--- src/rtl/core/grc_pkg.sv ---
// Shared constants, types and helpers of the grid ray wall caster.
`default_nettype none
package grc_pkg;

   // Map geometry
   localparam int MAP_COLUMNS    = 64;
   localparam int MAP_ROWS       = 64;
   localparam int MAP_DEPTH      = MAP_COLUMNS * MAP_ROWS;
   localparam int ADDR_W         = $clog2(MAP_DEPTH);
   localparam int COORD_W        = 10;
   localparam int WALK_BOUND     = MAP_COLUMNS + MAP_ROWS + 4;
   localparam int STEP_W         = $clog2(WALK_BOUND + 1);

   // Arithmetic widths
   localparam int KIND_W         = 3;
   localparam int POS_W          = 22;
   localparam int DIR_W          = 16;
   localparam int UNIT_W         = 30;
   localparam int LEN_W          = 40;
   localparam int DIST_W         = 24;
   localparam int TEX_W          = 16;
   localparam int COL_OUT_W      = 10;
   localparam logic [DIST_W-1:0] DIST_MAX = '1;

   // Request operations
   localparam logic OP_WRITE = 1'b0;
   localparam logic OP_CAST  = 1'b1;

   // Wall side codes
   localparam logic [1:0] SIDE_XNEG = 2'd0;
   localparam logic [1:0] SIDE_YPOS = 2'd1;
   localparam logic [1:0] SIDE_XPOS = 2'd2;
   localparam logic [1:0] SIDE_YNEG = 2'd3;

   typedef logic signed [COORD_W-1:0] coord_type;

   // One cell of movement along an axis
   localparam coord_type CELL_ONE = coord_type'(1);

   // Linear map address of a cell
   function automatic logic [ADDR_W-1:0] cell_addr(input coord_type cx, input coord_type cy);
      logic [31:0] a;
      a = 32'(unsigned'(cy)) * 32'(MAP_ROWS > 0 ? MAP_COLUMNS : 1) + 32'(unsigned'(cx));
      return a[ADDR_W-1:0];
   endfunction

   // Cell lies inside the map
   function automatic logic in_map(input coord_type cx, input coord_type cy);
      return (cx >= 0) && (cy >= 0) &&
             (cx < coord_type'(MAP_COLUMNS)) && (cy < coord_type'(MAP_ROWS));
   endfunction

endpackage
`default_nettype wire

--- src/rtl/core/grc_recip_div.sv ---
// Bit-serial reciprocal unit: quotient of 2^29 by a 16-bit magnitude.
`default_nettype none
module grc_recip_div (
   input  wire logic                          clock,
   input  wire logic                          reset,
   input  wire logic                          start,
   input  wire logic [grc_pkg::DIR_W-1:0]     divisor,
   output logic                               done,
   output logic      [grc_pkg::UNIT_W-1:0]    quotient
);

   localparam int CNT_W = $clog2(grc_pkg::UNIT_W);

   logic                          run_ff,  run_in;
   logic                          done_ff, done_in;
   logic [CNT_W-1:0]              cnt_ff,  cnt_in;
   logic [grc_pkg::DIR_W-1:0]     rem_ff,  rem_in;
   logic [grc_pkg::DIR_W-1:0]     div_ff,  div_in;
   logic [grc_pkg::UNIT_W-1:0]    quo_ff,  quo_in;
   logic [grc_pkg::DIR_W:0]       trial;
   logic                          num_bit;

   // one quotient bit per cycle, restoring
   always_comb begin
      run_in  = run_ff;
      done_in = 1'b0;
      cnt_in  = cnt_ff;
      rem_in  = rem_ff;
      div_in  = div_ff;
      quo_in  = quo_ff;
      num_bit = (cnt_ff == CNT_W'(grc_pkg::UNIT_W - 1));
      trial   = {rem_ff, num_bit};
      if (start) begin
         run_in = 1'b1;
         cnt_in = CNT_W'(grc_pkg::UNIT_W - 1);
         rem_in = '0;
         div_in = divisor;
         quo_in = '0;
      end else if (run_ff) begin
         if (trial >= {1'b0, div_ff}) begin
            rem_in = grc_pkg::DIR_W'(trial - {1'b0, div_ff});
            quo_in = {quo_ff[grc_pkg::UNIT_W-2:0], 1'b1};
         end else begin
            rem_in = trial[grc_pkg::DIR_W-1:0];
            quo_in = {quo_ff[grc_pkg::UNIT_W-2:0], 1'b0};
         end
         if (cnt_ff == '0) begin
            run_in  = 1'b0;
            done_in = 1'b1;
         end else begin
            cnt_in = cnt_ff - 1'b1;
         end
      end
   end

   always_ff @(posedge clock) begin
      if (reset) begin
         run_ff  <= 1'b0;
         done_ff <= 1'b0;
      end else begin
         run_ff  <= run_in;
         done_ff <= done_in;
      end
      cnt_ff <= cnt_in;
      rem_ff <= rem_in;
      div_ff <= div_in;
      quo_ff <= quo_in;
   end

   assign done     = done_ff;
   assign quotient = quo_ff;

endmodule
`default_nettype wire

--- config.mk ---
export PLATFORM = sky130hd
export DESIGN_NAME = grc_recip_div
export DESIGN_NICKNAME = d
export VERILOG_FILES = /design/src/rtl/core/grc_pkg.sv /design/src/rtl/core/grc_recip_div.sv
export SDC_FILE = /design/constraint.sdc
export NUM_CORES = 1
export LEC_CHECK = 0
export BUFFER_PORTS_ARGS = -buffer_cell sky130_fd_sc_hd__buf_2
export CAP_MARGIN = 40
export CORE_ASPECT_RATIO = 1.1
export CORE_MARGIN = 4
export CORE_UTILIZATION = 38
export DETAILED_ROUTE_END_ITERATION = 8
export GPL_ROUTABILITY_DRIVEN = 0
export REMOVE_ABC_BUFFERS = 1
export SLEW_MARGIN = 10
export SYNTH_ARGS = -nofsm -noshare
export SYNTH_HDL_FRONTEND = slang
export SYNTH_SLANG_ARGS = --single-unit
--- constraint.sdc ---
create_clock -name clock -period 5.7 [get_ports clock]
set_clock_uncertainty 0.1 [all_clocks]
set_input_delay 1.14 -clock clock [delete_from_list [all_inputs] [get_ports clock]]
set_output_delay 1.14 -clock clock [all_outputs]
set_load 0.01 [all_outputs]
# ---- After elaboration in Yosys (flattened, before gate mapping)
# Index checks and enable logic that the tools add are counted.
dict set report op_classes {
  add_sub_neg 2
  magnitude_cmp 1
  eq_ne 1
  muxes 6
  bitwise 2
  n_reduce_logical 3
}
# cell count
set ops {}
lappend ops {{$ge A17 B16 Y1} 1}
lappend ops {{$mux W16} 1}
lappend ops {{$sub A16 B16 Y16} 1}
lappend ops {{$eq A5 B5 Y1 const B} 1}
lappend ops {{$logic_not A5 Y1} 1}
lappend ops {{$mux W1} 5}
lappend ops {{$sub A5 B1 Y5 const B} 1}
lappend ops {{$reduce_or A3 Y1} 1}
lappend ops {{$not A1 Y1} 2}
lappend ops {{$reduce_and A2 Y1} 1}
dict set report word_totals {
  ff_bits 69
  input_bits 19
  output_inout_bits 31
}

# ---- Longest topological paths before layout
dict set report depth {
  ltp_word 4
  depth_mapped 11
}

# ---- Least setup slack after synthesis
# OpenSTA, ideal clock, no wires.
dict set report synth_path {
  path_type {reg2reg}
  startpoint {register cnt_ff[1]}
  endpoint {register rem_ff[12] in the netlist's numbering}
  setup_time_ps 122
  arrival_time_ps 2217
  slack_ps 3262
  stages_incl_launch_ff 12
  path_buffers 0
  period_less_slack_ps 2438
  path_cell_list {dfxtp_1 -> inv_1 -> ha_1 -> nand4_1 -> ha_1 -> fa_1 -> nor2b_1 -> o22ai_1 -> o31a_1 -> a21oi_1 -> a211oi_1 -> o311a_1}
}
dict set report synth_between {
  elab_chain_len 3
  elab_cells_between_ends 4
  classes_between {add/sub: 1; order compare: 1; eq/ne: 1; mux: 1}
}
# item line
set synth_lines {}
lappend synth_lines {{start, declared} grc_recip_div.sv:16} ;# logic [CNT_W-1:0] cnt_ff, cnt_in;
lappend synth_lines {{start signal, assigned} grc_recip_div.sv:64} ;# cnt_ff <= cnt_in;
lappend synth_lines {{$eq A5 B5 Y1 (*)} grc_recip_div.sv:31} ;# num_bit = (cnt_ff == CNT_W'(grc_pkg::UNIT_W - 1));
lappend synth_lines {{$sub A16 B16 Y16 / $ge A17 B16 Y1 (equally long branches)} {grc_recip_div.sv:41, grc_recip_div.sv:40}}
lappend synth_lines {{$mux W16 (*)} grc_recip_div.sv:40} ;# if (trial >= {1'b0, div_ff}) begin
lappend synth_lines {{end signal, assigned} grc_recip_div.sv:65} ;# rem_ff <= rem_in;
lappend synth_lines {{end, declared} grc_recip_div.sv:17} ;# logic [grc_pkg::DIR_W-1:0] rem_ff, rem_in;
# Mark *: on every way between the ends. The rest lies on a longest branch, timed or not.
# A chain may end at the register's enable or synchronous reset.

# ---- Final worst setup path
# Ends and elaborated chain as after synthesis.

==> summary.txt <==
CTS
  – CTS root buffer: clkbuf_8
  – Post CTS Setup Buffer Count: 0
  – Clock Path Buffers: 2
  – Clk pin slew, worst setup/hold paths: ~0.090 ns
  – CTS tree: yes
  – H-tree depth reported by CTS: 3
  – Num CTS Buffers: 9
  – Post-CTS Resized: 0
  – Clk Latency, worst-skew pair: 0.35 ns
  – Clock sink count: between 60 and 70
  – CTS Hold Bufs: 0

Floorplanning
  – Chip width: roughly 100 um
  – Core ar.: ~9400 um2
  – Die Y: approximately 110 um
  – Initial cell density of the core: 39.0%
  – Rows: 37
  – Die area: 11300 um2
  – # IOs: 50

Global route
  – Vias in the first global route: 2973
  – Antenna violations before repair: 0
  – Global-route wire length before repair: between 10 and 15 mm
  – Total congestion overflow: 0
  – Total track usage: between 10% and 20%
  – Largest net degree at the start of global routing: between 60 and 70

Route
  – Routed WL: roughly 8.3 mm
  – Via density per instance: 5.42
  – Post-DRT Antenna Nets: 0
  – 1st-iter DRT viols: 171
  – Router iterations before antenna repair: 4
  – Number of remaining DRC errors: 0
  – Met3 wire length: between 400 and 500 um
  – Via count: ~3000
  – Routed len/inst: ~15 um
  – Wire length on met2: approximately 3.8 mm
  – DR top layer: met4
  – Met1 wire length: between 3 and 4 mm

Synthesis
  – Largest family of logic cells by synthesized area: compound AO/OA/AOI/OAI gates
  – Synth async-reset ratio: 0%
  – Mux contribution to synthesized area: between 7 and 8%
  – Synth Flop Type: dfxtp_1
  – Mapped Cells: roughly 400
  – Cell variety after synth: a little over 60
  – Cell Area, Synth: around 3700 um2
  – Number of synthesis warnings: 0
  – Post-synth EDFFs: 16
  – Post-Synth Adder-Cell Area: roughly 6.7%
  – Seq cells post-synth: 69
  – Post-synthesis simple-gate area fraction: 16.3%
  – Compound-Gate Fraction of Synth Area: between 15 and 20%
  – Seq/Total Area, Yosys: roughly 42%
  – Synth Area in XOR/XNOR: about 2.9%
  – Syn Area/Cell: around 9.2 um2

STA
  – Slack of the critical path: 2.87 ns
  – Setup TNS: 0 ns
  – RSZ-0062 raised after global routing: no
  – Finish-stage setup viols: 0
  – Period Utilization, post-route: 49.7%
  – Endpoints failing hold: 0
  – Worst-Margin Slew: roughly 0.77 ns
  – Min Tclk post-route: about 2.8 ns
  – Rel. slew slack: 49.0%
  – Pins Over Slew Limit: 0
  – Max Clk Rate: 353 MHz
  – Hold Worst Slack: roughly 0.38 ns

Layout
  – Ant. Diodes: 0
  – Commonest non-fill, non-tap cells in the layout: nor2_1 (56), dfxtp_1 (52), buf_2 (49)
  – Most common cell after layout, fill and taps aside: nor2_1
  – Layout fillers: 946
  – Final nets: 470
  – FF/Latch Area: between 1500 and 2000 um2
  – Area of the multi-input gates: ~1900 um2
  – Share of post-route cells with drive strength above 1: a little under a fifth
  – Area Overhead vs Synth: 13.8%
  – Core Util, Final: approximately 44%

Critical path
  – Crit-path most repeated cell: ha_1
  – Crit-path cells: inv_1 > ha_1 > nand4_1 > ha_1 > fa_1 > nor2b_1 > o22ai_1 > o31a_1 > and3_1 > a211oi_1 > o311a_1
  – WS Path Type: reg -> reg
  – Delay of the slowest critical-path stage: between 0.4 and 0.5 ns
  – Worst setup SP type: register
  – CP Data Required Time: between 5 and 6 ns
  – CP arrival: slightly above 3 ns
  – Crit end category: register
  – Crit Path Max Fanout: 3
  – Critical path's slowest cell: fa_1

Pwr
  – Peak supply drop: roughly 0.16 mV
  – Pleak: between 1.5 and 2 nW
  – Power Density: ~300 nW/um2
  – Total chip power: ~1.3 mW

Placed design
  – Detailed Place HPWL: between 5 and 6 mm
  – IO Port Bufs: 49
  – Setup WS pre-CTS: 2.65 ns

Worst hold path
  – Hold crit path type: reg -> reg

Flow run
  – Max_cap viols: 0

Status
  – Status: finished, final reports clean
-- area by class of cell --
class                   count  area share, %
clock buffers              12           4.76
clock inverters             4          0.958
inverters                  23           2.07
multi-input cells         278           45.6
flip-flops and latches     69           36.9
well taps                 117           3.50
repair buffers             51           6.23
-- final timing paths --
| path | slack, ns | to | start | cells after the start |
|---|---|---|---|---|
| setup / recovery | 2.87 | rem_ff[12] | cnt_ff[1] | 11 |
| hold / removal | 0.38 | cnt_ff[4] | cnt_ff[4] | 2 |
| setup reg to reg | 2.87 | rem_ff[12] | cnt_ff[1] | 11 |
| hold reg to reg | 0.38 | cnt_ff[4] | cnt_ff[4] | 2 |
-- metrics by stage --
stage | cells | instance area [um2]
after floorplan | 370 | 3530
after global placement | 538 | 3940
after detailed placement | 538 | 3940
after CTS | 554 | 4180
after global routing | 554 | 4180
final | 554 | 4180
-- sequential cells by signal, indices dropped and copies added (netlist names) --
signal	cells
done	1
rem_ff	16
cnt_ff	5
quotient	30
div_ff	16
run_ff	1
-- synth_stat cells (all sizes together), types with 3 or more instances --
library cell / count / area [um2]
clkbuf: 8 / 30.0
ha: 18 / 225
a21oi: 21 / 109
edfxtp: 16 / 480
buf: 19 / 109
nand4: 7 / 58.8
nor2: 56 / 210
nor4: 3 / 18.8
a21o: 6 / 45.0
o211ai: 4 / 35.0
o21ai: 15 / 78.8
dfxtp: 53 / 1060
xnor2: 7 / 61.3
o21a: 4 / 30.0
or3: 3 / 18.8
a211oi: 5 / 50.1
o2111ai: 3 / 26.3
nand3: 17 / 85.1
o311a: 3 / 30.0
nand2: 26 / 100
xor2: 5 / 43.8
mux2i: 29 / 290
a311oi: 9 / 85.1
and3: 4 / 25.0
inv: 21 / 78.8
-- kinds of logic after synthesis --
group,count (synthesis)
XOR/XNOR,12
AND/OR/NAND/NOR,128
adder cells (fa/ha/maj),19
flip-flops,69
AO/OA/AOI/OAI,90
buffers and inverters,50
multiplexers,29
-- power breakdown --
part / switching (mW) / internal [mW] / leakage (nW)
logic: 0.157 / 0.0992 / 1.10
clock network: 0.216 / 0.246 / 0.122
registers: 0.0153 / 0.523 / 0.587
total: 0.388 / 0.869 / 1.81
-- routing by layer --
layer,up-vias,global-route usage (%)
met5,-,0
met4,0,5.05
met3,8,3.84
met2,65,23.7
li1,1500,-
met1,1431,21.3
-- worst max-delay path, delay by kind of cell, from the launching register on --
| family | cells | cell delay, ns |
|---|---|---|
| simple gates | 3 | 0.51 |
| fa+ha+maj | 3 | 0.79 |
| compound gates | 4 | 0.98 |
| buf+inv | 1 | 0.08 |
| flops | 1 | 0.33 |
No activity file was read; power rests on OpenSTA's default activity.
